==> src/design/tec_pkg.sv <==
// types, constants and a helper function for the text encoding classifier
package tec_pkg;

   typedef logic [2:0] encoding_type;

   localparam encoding_type ENC_ASCII   = 3'd0;
   localparam encoding_type ENC_UTF8    = 3'd1;
   localparam encoding_type ENC_UTF16LE = 3'd2;
   localparam encoding_type ENC_UTF16BE = 3'd3;
   localparam encoding_type ENC_UNKNOWN = 3'd4;

   localparam logic [6:0] CONF_ASCII   = 7'd100;
   localparam logic [6:0] CONF_UTF8    = 7'd98;
   localparam logic [6:0] CONF_UTF16   = 7'd95;
   localparam logic [6:0] CONF_UNKNOWN = 7'd20;

   localparam logic [2:0] COUNT_SAT = 3'd4;

   localparam logic [7:0] CONT_MASK  = 8'hc0;
   localparam logic [7:0] CONT_VAL   = 8'h80;
   localparam logic [7:0] LEAD2_MASK = 8'he0;
   localparam logic [7:0] LEAD2_VAL  = 8'hc0;
   localparam logic [7:0] LEAD3_MASK = 8'hf0;
   localparam logic [7:0] LEAD3_VAL  = 8'he0;
   localparam logic [7:0] LEAD4_MASK = 8'hf8;
   localparam logic [7:0] LEAD4_VAL  = 8'hf0;

   function automatic logic printable_byte(input logic [7:0] b);
      printable_byte = b inside {[8'h20:8'h7e], 8'h09, 8'h0a, 8'h0d};
   endfunction

endpackage

==> src/design/tec_req_if.sv <==
// input channel of the text encoding classifier
interface tec_req_if;
   logic       valid;
   logic       ready;
   logic [7:0] data_byte;
   logic       has_byte;
   logic       last_byte;

   modport source (output valid, output data_byte, output has_byte, output last_byte,
                   input ready);
   modport sink (input valid, input data_byte, input has_byte, input last_byte,
                 output ready);
endinterface

==> src/design/tec_rsp_if.sv <==
// result channel of the text encoding classifier
interface tec_rsp_if;
   logic       valid;
   logic       ready;
   logic [2:0] encoding;
   logic [6:0] confidence_pct;
   logic       lossy;

   modport source (output valid, output encoding, output confidence_pct, output lossy,
                   input ready);
   modport sink (input valid, input encoding, input confidence_pct, input lossy,
                 output ready);
endinterface

==> src/design/text_encoding_classifier.sv <==
// text encoding classifier top level: per-byte scan flags and result register
//
// channel  dir  payload                              accepted when
// req      in   data_byte, has_byte, last_byte       req.valid && req.ready
// rsp      out  encoding, confidence_pct, lossy      rsp.valid && rsp.ready
//
// one item per cycle while req.ready is high; the scan flags update in the cycle an item is taken
// a last item puts its result in the output register on the next edge
// req.ready is low only while a result waits and rsp.ready is low
// synchronous active-high reset returns the scan flags to their start state and clears the result valid
module text_encoding_classifier (
   input  logic      clock,
   input  logic      reset,
   tec_req_if.sink   req,
   tec_rsp_if.source rsp
);

   logic       le_valid_ff, le_valid_in;
   logic       be_valid_ff, be_valid_in;
   logic       utf8_valid_ff, utf8_valid_in;
   logic       saw_multi_ff, saw_multi_in;
   logic [1:0] cont_left_ff, cont_left_in;
   logic       odd_pos_ff, odd_pos_in;
   logic [2:0] count_ff, count_in;

   logic       rsp_valid_ff;
   logic [2:0] encoding_ff, encoding_in;
   logic [6:0] conf_ff, conf_in;
   logic       lossy_ff, lossy_in;

   logic       accept;
   logic       len_ok;
   logic [7:0] b;

   assign req.ready = !rsp_valid_ff || rsp.ready;
   assign accept    = req.valid && req.ready;
   assign b         = req.data_byte;

   always_comb begin
      le_valid_in   = le_valid_ff;
      be_valid_in   = be_valid_ff;
      utf8_valid_in = utf8_valid_ff;
      saw_multi_in  = saw_multi_ff;
      cont_left_in  = cont_left_ff;
      odd_pos_in    = odd_pos_ff;
      count_in      = count_ff;
      encoding_in   = tec_pkg::ENC_ASCII;
      conf_in       = tec_pkg::CONF_ASCII;
      lossy_in      = 1'b0;
      len_ok        = 1'b0;

      if (req.has_byte) begin
         // utf-16 pair checks
         if (!odd_pos_ff) begin
            if (!tec_pkg::printable_byte(b)) le_valid_in = 1'b0;
            if (b != 8'h00) be_valid_in = 1'b0;
         end else begin
            if (b != 8'h00) le_valid_in = 1'b0;
            if (!tec_pkg::printable_byte(b)) be_valid_in = 1'b0;
         end
         odd_pos_in = !odd_pos_ff;
         if (count_ff < tec_pkg::COUNT_SAT) count_in = count_ff + 3'd1;

         // utf-8 checks
         if (utf8_valid_ff) begin
            if (cont_left_ff != 2'd0) begin
               if ((b & tec_pkg::CONT_MASK) != tec_pkg::CONT_VAL) utf8_valid_in = 1'b0;
               else cont_left_in = cont_left_ff - 2'd1;
            end else if (!b[7]) begin
               if (!tec_pkg::printable_byte(b)) utf8_valid_in = 1'b0;
            end else if ((b & tec_pkg::LEAD2_MASK) == tec_pkg::LEAD2_VAL) begin
               cont_left_in = 2'd1;
               saw_multi_in = 1'b1;
            end else if ((b & tec_pkg::LEAD3_MASK) == tec_pkg::LEAD3_VAL) begin
               cont_left_in = 2'd2;
               saw_multi_in = 1'b1;
            end else if ((b & tec_pkg::LEAD4_MASK) == tec_pkg::LEAD4_VAL) begin
               cont_left_in = 2'd3;
               saw_multi_in = 1'b1;
            end else begin
               utf8_valid_in = 1'b0;
            end
         end
      end

      len_ok = (count_in >= tec_pkg::COUNT_SAT) && !odd_pos_in;
      if (count_in == 3'd0) begin
         encoding_in = tec_pkg::ENC_ASCII;
         conf_in     = tec_pkg::CONF_ASCII;
      end else if (len_ok && le_valid_in) begin
         encoding_in = tec_pkg::ENC_UTF16LE;
         conf_in     = tec_pkg::CONF_UTF16;
      end else if (len_ok && be_valid_in) begin
         encoding_in = tec_pkg::ENC_UTF16BE;
         conf_in     = tec_pkg::CONF_UTF16;
      end else if (utf8_valid_in && cont_left_in == 2'd0) begin
         if (saw_multi_in) begin
            encoding_in = tec_pkg::ENC_UTF8;
            conf_in     = tec_pkg::CONF_UTF8;
         end else begin
            encoding_in = tec_pkg::ENC_ASCII;
            conf_in     = tec_pkg::CONF_ASCII;
         end
      end else begin
         encoding_in = tec_pkg::ENC_UNKNOWN;
         conf_in     = tec_pkg::CONF_UNKNOWN;
         lossy_in    = 1'b1;
      end

      // end of string returns the scan to its start
      if (req.last_byte) begin
         le_valid_in   = 1'b1;
         be_valid_in   = 1'b1;
         utf8_valid_in = 1'b1;
         saw_multi_in  = 1'b0;
         cont_left_in  = 2'd0;
         odd_pos_in    = 1'b0;
         count_in      = 3'd0;
      end
   end

   always_ff @(posedge clock) begin
      if (reset) begin
         le_valid_ff   <= 1'b1;
         be_valid_ff   <= 1'b1;
         utf8_valid_ff <= 1'b1;
         saw_multi_ff  <= 1'b0;
         cont_left_ff  <= 2'd0;
         odd_pos_ff    <= 1'b0;
         count_ff      <= 3'd0;
         rsp_valid_ff  <= 1'b0;
      end else begin
         if (accept) begin
            le_valid_ff   <= le_valid_in;
            be_valid_ff   <= be_valid_in;
            utf8_valid_ff <= utf8_valid_in;
            saw_multi_ff  <= saw_multi_in;
            cont_left_ff  <= cont_left_in;
            odd_pos_ff    <= odd_pos_in;
            count_ff      <= count_in;
         end
         if (accept && req.last_byte) rsp_valid_ff <= 1'b1;
         else if (rsp.ready) rsp_valid_ff <= 1'b0;
      end
   end

   always_ff @(posedge clock) begin
      if (accept && req.last_byte) begin
         encoding_ff <= encoding_in;
         conf_ff     <= conf_in;
         lossy_ff    <= lossy_in;
      end
   end

   assign rsp.valid          = rsp_valid_ff;
   assign rsp.encoding       = encoding_ff;
   assign rsp.confidence_pct = conf_ff;
   assign rsp.lossy          = lossy_ff;

endmodule

==> src/flat_wrapper.sv <==
// flat-port wrapper written by rule: the top's interface ports become plain ports
module text_encoding_classifier_flat 
  (clock, reset, req_valid, req_data_byte, req_has_byte, req_last_byte, req_ready, rsp_valid, rsp_encoding, rsp_confidence_pct, rsp_lossy, rsp_ready);
  tec_req_if req_i ();
  tec_rsp_if rsp_i ();
  input  logic clock;
  input  logic reset;
  input wire logic [$bits(req_i.valid)-1:0] req_valid;
  input wire logic [$bits(req_i.data_byte)-1:0] req_data_byte;
  input wire logic [$bits(req_i.has_byte)-1:0] req_has_byte;
  input wire logic [$bits(req_i.last_byte)-1:0] req_last_byte;
  output wire logic [$bits(req_i.ready)-1:0] req_ready;
  output wire logic [$bits(rsp_i.valid)-1:0] rsp_valid;
  output wire logic [$bits(rsp_i.encoding)-1:0] rsp_encoding;
  output wire logic [$bits(rsp_i.confidence_pct)-1:0] rsp_confidence_pct;
  output wire logic [$bits(rsp_i.lossy)-1:0] rsp_lossy;
  input wire logic [$bits(rsp_i.ready)-1:0] rsp_ready;
  assign req_i.valid = req_valid;
  assign req_i.data_byte = req_data_byte;
  assign req_i.has_byte = req_has_byte;
  assign req_i.last_byte = req_last_byte;
  assign req_ready = req_i.ready;
  assign rsp_valid = rsp_i.valid;
  assign rsp_encoding = rsp_i.encoding;
  assign rsp_confidence_pct = rsp_i.confidence_pct;
  assign rsp_lossy = rsp_i.lossy;
  assign rsp_i.ready = rsp_ready;
  text_encoding_classifier u_core (.clock(clock), .reset(reset), .req(req_i), .rsp(rsp_i));
endmodule
==> config.mk <==
export PLATFORM = sky130hd
export DESIGN_NAME = text_encoding_classifier_flat
export DESIGN_NICKNAME = d
export VERILOG_FILES = /design/src/design/tec_pkg.sv /design/src/design/tec_req_if.sv /design/src/design/tec_rsp_if.sv /design/src/design/text_encoding_classifier.sv /design/src/flat_wrapper.sv
export SDC_FILE = /design/constraint.sdc
export NUM_CORES = 1
export LEC_CHECK = 0
export BUFFER_PORTS_ARGS = -buffer_cell sky130_fd_sc_hd__clkbuf_2
export CORE_ASPECT_RATIO = 1.5
export CORE_MARGIN = 3
export CORE_UTILIZATION = 38
export DETAILED_ROUTE_END_ITERATION = 10
export PLACE_DENSITY = 0.7
export SLEW_MARGIN = 20
export SYNTH_ARGS = -nofsm -noshare
export SYNTH_HDL_FRONTEND = slang
export SYNTH_SLANG_ARGS = --single-unit
export TNS_END_PERCENT = 1
==> constraint.sdc <==
create_clock -name clock -period 1.7 [get_ports clock]
set_input_delay 0.34 -clock clock [delete_from_list [all_inputs] [get_ports clock]]
set_output_delay 0.34 -clock clock [all_outputs]
set_load 0.02 [all_outputs]
* Word-level counts from Yosys, hierarchy flattened
Cells that the tools add are included.
** Storage, ports and cells
- Output and inout port bits :: 13
- Logic and storage cells :: 102
- Register bits :: 22
- Bits of input ports :: 14
** Cells by class
- Multiplexer cells :: 53
- Bitwise gates (word level) :: 1
- $lt $le $gt $ge :: 4
- Reduce and logical (&&, ||, !) cells :: 20
- Eq/ne operators :: 7
- Add/subtract/negate cells :: 2
** Operators by type and width (count)
- two-way mux 1 bit :: 34
- == test 8 x 4 -> 1 bit (second input constant) :: 3
- two-way mux 2 bit :: 11
- two-way mux 3 bit :: 5
- two-way mux 6 bit :: 2
- greater-or-equal comparator 8 x 6 -> 1 bit (second input constant) :: 1
- <= comparator 8 x 7 -> 1 bit (second input constant) :: 1
- nonzero test 8 bit :: 1
- logical AND 1 bit :: 7
- two-way mux 7 bit :: 1
- == test 5 bit (second input constant) :: 1
- == test 4 bit (second input constant) :: 1
- nonzero test 2 bit :: 2
- nonzero test 4 bit :: 1
- OR reduction 4 bit :: 1
- adder 3 x 1 -> 3 bit (second input constant) :: 1
- == test 3 bit (second input constant) :: 1
- greater-or-equal comparator 3 bit (second input constant) :: 1
- zero test 1 bit :: 3
- zero test 3 bit :: 1
- less-than comparator 3 bit (second input constant) :: 1
- OR reduction 3 bit :: 1
- zero test 2 bit :: 1
- inequality test 2 bit (second input constant) :: 1
- other kinds (4) :: 4

* Longest topological paths before layout
- Word-level depth :: 13
- Gate-level depth with buffers :: 8
- Depth with buffers taken out :: 7

* Worst setup path before layout
No wires, ideal clock.
- Kind :: register to register
- Start :: register u_core.rsp_valid_ff (netlist: u_core.rsp.valid)
- End :: register u_core.le_valid_ff
- Cell stages (with the launch flop) :: 9
- Library setup time :: 0.121 ns
- Path buffers :: 1
- Period minus slack after synthesis :: 1.861 ns
- Data required time :: 1.579 ns
- Data arrival time :: 1.740 ns
- Path slack :: -0.161 ns
- Cells stage by stage :: dfxtp_1 -> nand2b_1 -> and2_1 -> nand2_1 -> inv_1 -> or2_2 -> clkbuf_1 -> nor2_1 -> a21oi_1
** Between the ends
- Cells in the longest elaborated chain, start to end :: 3
** Ends and longest elaborated chain
- start: declaration :: line text_encoding_classifier.sv:26 : logic rsp_valid_ff;
- start signal: assignment :: line text_encoding_classifier.sv:131 : rsp_valid_ff <= 1'b0;
- start signal: assignment :: line text_encoding_classifier.sv:142 : if (accept && req.last_byte) rsp_valid_ff <= 1'b1;
- start signal: assignment :: line text_encoding_classifier.sv:143 : else if (rsp.ready) rsp_valid_ff <= 1'b0;
- zero test 1 bit :: line text_encoding_classifier.sv:35 : assign req.ready = !rsp_valid_ff || rsp.ready;
- logical OR 1 bit :: line text_encoding_classifier.sv:35
- via req_ready :: line flat_wrapper.sv:12 : output wire logic [$bits(req_i.ready)-1:0] req_ready;
- logical AND 1 bit :: line text_encoding_classifier.sv:36 : assign accept = req.valid && req.ready;
- end signal: assignment :: line text_encoding_classifier.sv:134 : le_valid_ff <= le_valid_in;
- end: declaration :: line text_encoding_classifier.sv:18 : logic le_valid_ff, le_valid_in;
The timed path passes the listed nets, and every way through them passes these cells.
A chain may end at the register's enable or synchronous reset.

* Worst setup path after layout
- Start :: register u_core.cont_left_ff[0]
- End :: register u_core.lossy_ff (netlist: u_core.rsp.lossy), data pin
** Between the ends
- Cells in the longest elaborated chain, start to end :: 10
- Elaborated cells on any way between the ends :: 16
- Those cells by class :: add/sub (1); mux (12); reduce/logical (3)
** Ends and longest elaborated chain
- start: declaration :: line text_encoding_classifier.sv:22 : logic [1:0] cont_left_ff, cont_left_in;
- start signal: assignment :: line text_encoding_classifier.sv:138 : cont_left_ff <= cont_left_in;
- two-way mux 2 bit :: line text_encoding_classifier.sv:77 : end else if ((b & tec_pkg::LEAD4_MASK) == tec_pkg::LEAD4_VAL) begin
- two-way mux 2 bit :: line text_encoding_classifier.sv:74 : end else if ((b & tec_pkg::LEAD3_MASK) == tec_pkg::LEAD3_VAL) begin
- two-way mux 2 bit :: line text_encoding_classifier.sv:71 : end else if ((b & tec_pkg::LEAD2_MASK) == tec_pkg::LEAD2_VAL) begin
- two-way mux 2 bit :: line text_encoding_classifier.sv:69 : end else if (!b[7]) begin
- two-way mux 2 bit :: line text_encoding_classifier.sv:66 : if (cont_left_ff != 2'd0) begin
- two-way mux 2 bit :: line text_encoding_classifier.sv:65 : if (utf8_valid_ff) begin
- two-way mux 2 bit :: line text_encoding_classifier.sv:52 : if (req.has_byte) begin
- zero test 2 bit :: line text_encoding_classifier.sv:96 : end else if (utf8_valid_in && cont_left_in == 2'd0) begin
- logical AND 1 bit * :: line text_encoding_classifier.sv:96
- two-way mux 1 bit * :: line text_encoding_classifier.sv:96
- end signal: assignment :: line text_encoding_classifier.sv:151 : lossy_ff <= lossy_in;
- end: declaration :: line text_encoding_classifier.sv:29 : logic lossy_ff, lossy_in;
Mark *: on every way between the ends. The rest lies on a longest branch, timed or not.

==> metrics.txt <==
status complete, but fails checks; failing checks negative setup slack; Initial DRC Count 29; fin. max-slew vios 0; top_reg_cell synth dfxtp_1; CTS Hold Buffers Added 0; CP max FO 8; Pwr Total 1.07 mW; Clk Latency, worst-skew pair 0.26 ns; die area 3980 µm²; fraction of layout cells with a size suffix above 1 42.9%; Die X 52.5 µm; Port Buffers 26; syn_area_per_cell 8.95 µm²; CTS H-tree depth 1; Min Clock Period, post-route 1.86 ns; CTS root buffer clkbuf_8; Hold WC Path Type in2reg; Critical Path RT 1.71 ns; Ant. Diodes 0; DRC 0; Yosys Warn Count 0; clk buf depth 2; io pins 27; Critical Path AT 1.87 ns; wire length per cell 13.3 µm; nets 208; Power per Cell Area 636 nW/µm²; Initial DRT Pass Iterations 4; endpoint class of the critical path flop; Post-Synth Adder-Cell Area 2.03%; CP Cell Sequence inv_2 -> ha_4 -> nor2b_1 -> a221o_1 -> a21oi_2 -> o211ai_1 -> and3_1; Placer Congestion 0.845; Worst VDD drop 342 µV; Num CTS Buffers 3; syn_nets 154; largest family of logic cells by synthesized area simple AND/OR/NAND/NOR gates; post-route ant nets 0; cell count after placement 223; vias in the first global route 1,210; flops & latches, synth 19; Layout area overhead 36.0%; GR Overflow Total 0; largest net degree at the start of global routing 11; RSZ-0062 raised after global routing yes; Mapped Cells 138; Slowest-stage cell, CP dfxtp_2; first-pass GRT wire length 5.06 mm; vias post-DR 1,242; P_leak 0.722 nW; complex-gate fraction of the synthesized area 24.2%; Post-Route WL 3.07 mm; Synth Area in Simple Gates 25.0%; period utilization 109%; top cell type's share of synthesized area 19.5%; Crit Path Class reg2reg; total track usage 17.3%; DP Worst Slack -0.220 ns; setup ws final -0.159 ns; Die Y 75.8 µm; Fin Hold WS 0.335 ns; EDFF count, synth 8; Seq/Total Area, Yosys 37.3%; synth top area cells edfxtp_1, dfxtp_1, nor2_1, o21ai_0, mux2i_1; multiplexer area fraction after synthesis 4.15%; cell area after synthesis 1230 µm²; vias per cell 5.40; XOR/XNOR share of the synthesized area 0%; Top Family by Delay on Critical Path compound AO/OA/AOI/OAI gates; Sink Count 19; core box area 3000 µm²; fin cells 230; standard-cell rows 24; most common library cells after synthesis nor2_1, dfxtp_1, nand2_1, o21ai_0, edfxtp_1; initial antenna violation count 0; relative slew slack 71.5%; # setup viols final 6; Worst-path clk slew 0.08 ns; maximum clock rate 0.538 GHz; endpoints failing hold 0; Final HPWL DP 2.46 mm; most frequent cell after synthesis nor2_1; leading area contributor after synthesis edfxtp_1; CP max stage delay 0.33 ns; Synth cell types 50; clock skew 0.0128 ns; WP buf/inv 1; CTS tree built; ys async rst share 0%; Initial Util 41.1%; Critical Path Source Type flop; maxcap violations 0; worst slew pin tran 0.426 ns
==> per-layer routing <==
layer	track usage [%]	wire, µm
met2	33.4	1680
met5	0	0
met4	13.4	145
met3	1.17	106
met1	16.2	1140
==> sequential cells by signal (all words and copies together), names as in the netlist <==
signal	count
u_core.rsp.valid	1
u_core.rsp.encoding	1
u_core.cont_left_ff	2
u_core.saw_multi_ff	1
u_core.utf8_valid_ff	1
u_core.odd_pos_ff	1
u_core.le_valid_ff	1
u_core.be_valid_ff	1
u_core.rsp.lossy	1
u_core.count_ff	3
u_core.rsp.confidence_pct	6
==> worst reg2reg max path, stage by stage, from the launching register on <==
cell      delay [ns]
dfxtp_2         0.33
inv_2           0.07
ha_4            0.18
nor2b_1         0.05
a221o_1         0.33
a21oi_2         0.18
o211ai_1        0.21
and3_1          0.24
==> logic make-up (layout without fill, tap and decap cells) <==
kind of cell               after synthesis  count (layout)
adders and majority gates                2               2
and+or+nand+nor                         57              57
DFF                                     19              19
muxes                                    5               5
buffers and inverters                   16              69
AOI/OAI and AO/OA                       39              39
==> repair_timing <==
| action | 4_1_cts | 5_1_grt |
|---|---|---|
| setup buffers | 3 | 0 |
| setup endpoints to repair | 7 | 8 |
| pin swaps | 5 | 5 |
| gates resized for setup | 6 | 4 |
==> placed cells by master, fill, tap and decap left out, types with 2 or more instances in the layout <==
cell type and count:
a21oi_1 6, a21oi_2 2, and3_1 2, and3b_1 2, buf_4 32, clkbuf_2 26
clkbuf_8 3, dfxtp_1 8, dfxtp_2 3, edfxtp_1 8, inv_1 4, inv_2 3
mux2i_1 4, nand2_1 9, nand2b_1 3, nand3_1 5, nand3b_1 2, nor2_1 13
nor2b_1 4, nor3_1 5, o211ai_1 2, o21a_1 2, o21ai_0 7, o21ai_1 2
or3_1 2
==> metrics by stage <==
step | instance area [µm²] | util [%] | setup TNS (ns)
6_report | 1680 | 55.9 | -0.685
5_1_grt | 1680 | 55.9 | -1.37
4_1_cts | 1660 | 55.4 | -0.503
3_5_place_dp | 1590 | 52.8 | -1.21
3_3_place_gp | 1590 | 52.8 | -0.767
2_1_floorplan | 1260 | - | -0.0134
==> cell type report <==
cell class                      instances  area, µm²
Sequential cell                        19        464
Timing Repair Buffer                   58        370
Clock buffer                            4       45.0
Multi-Input combinational cell        103        724
Tap cell                               39       48.8
Fill cell                             274       1320
Inverter                                7       26.3
==> report_power, final <==
group | internal [mW] | total, mW | switching, mW | leakage (nW)
Sequential | 0.496 | 0.505 | 0.00906 | 0.163
Clock | 0.167 | 0.318 | 0.151 | 0.0228
Combinational | 0.113 | 0.244 | 0.131 | 0.536
==> path summary, 6_finish.rpt <==
kind                                       start                             endpoint  slack, ns  cells past startpoint
max          u_core.cont_left_ff[0]$_SDFFE_PP0P_       u_core.rsp.lossy$_SDFFCE_PP0P_      -0.16                      7
min                                        reset  u_core.cont_left_ff[0]$_SDFFE_PP0P_       0.34                      2
max reg2reg  u_core.cont_left_ff[0]$_SDFFE_PP0P_       u_core.rsp.lossy$_SDFFCE_PP0P_      -0.16                      7
min reg2reg     u_core.saw_multi_ff$_SDFFE_PP0P_     u_core.saw_multi_ff$_SDFFE_PP0P_       0.49                      2
No activity file was read; power rests on OpenSTA's default activity.
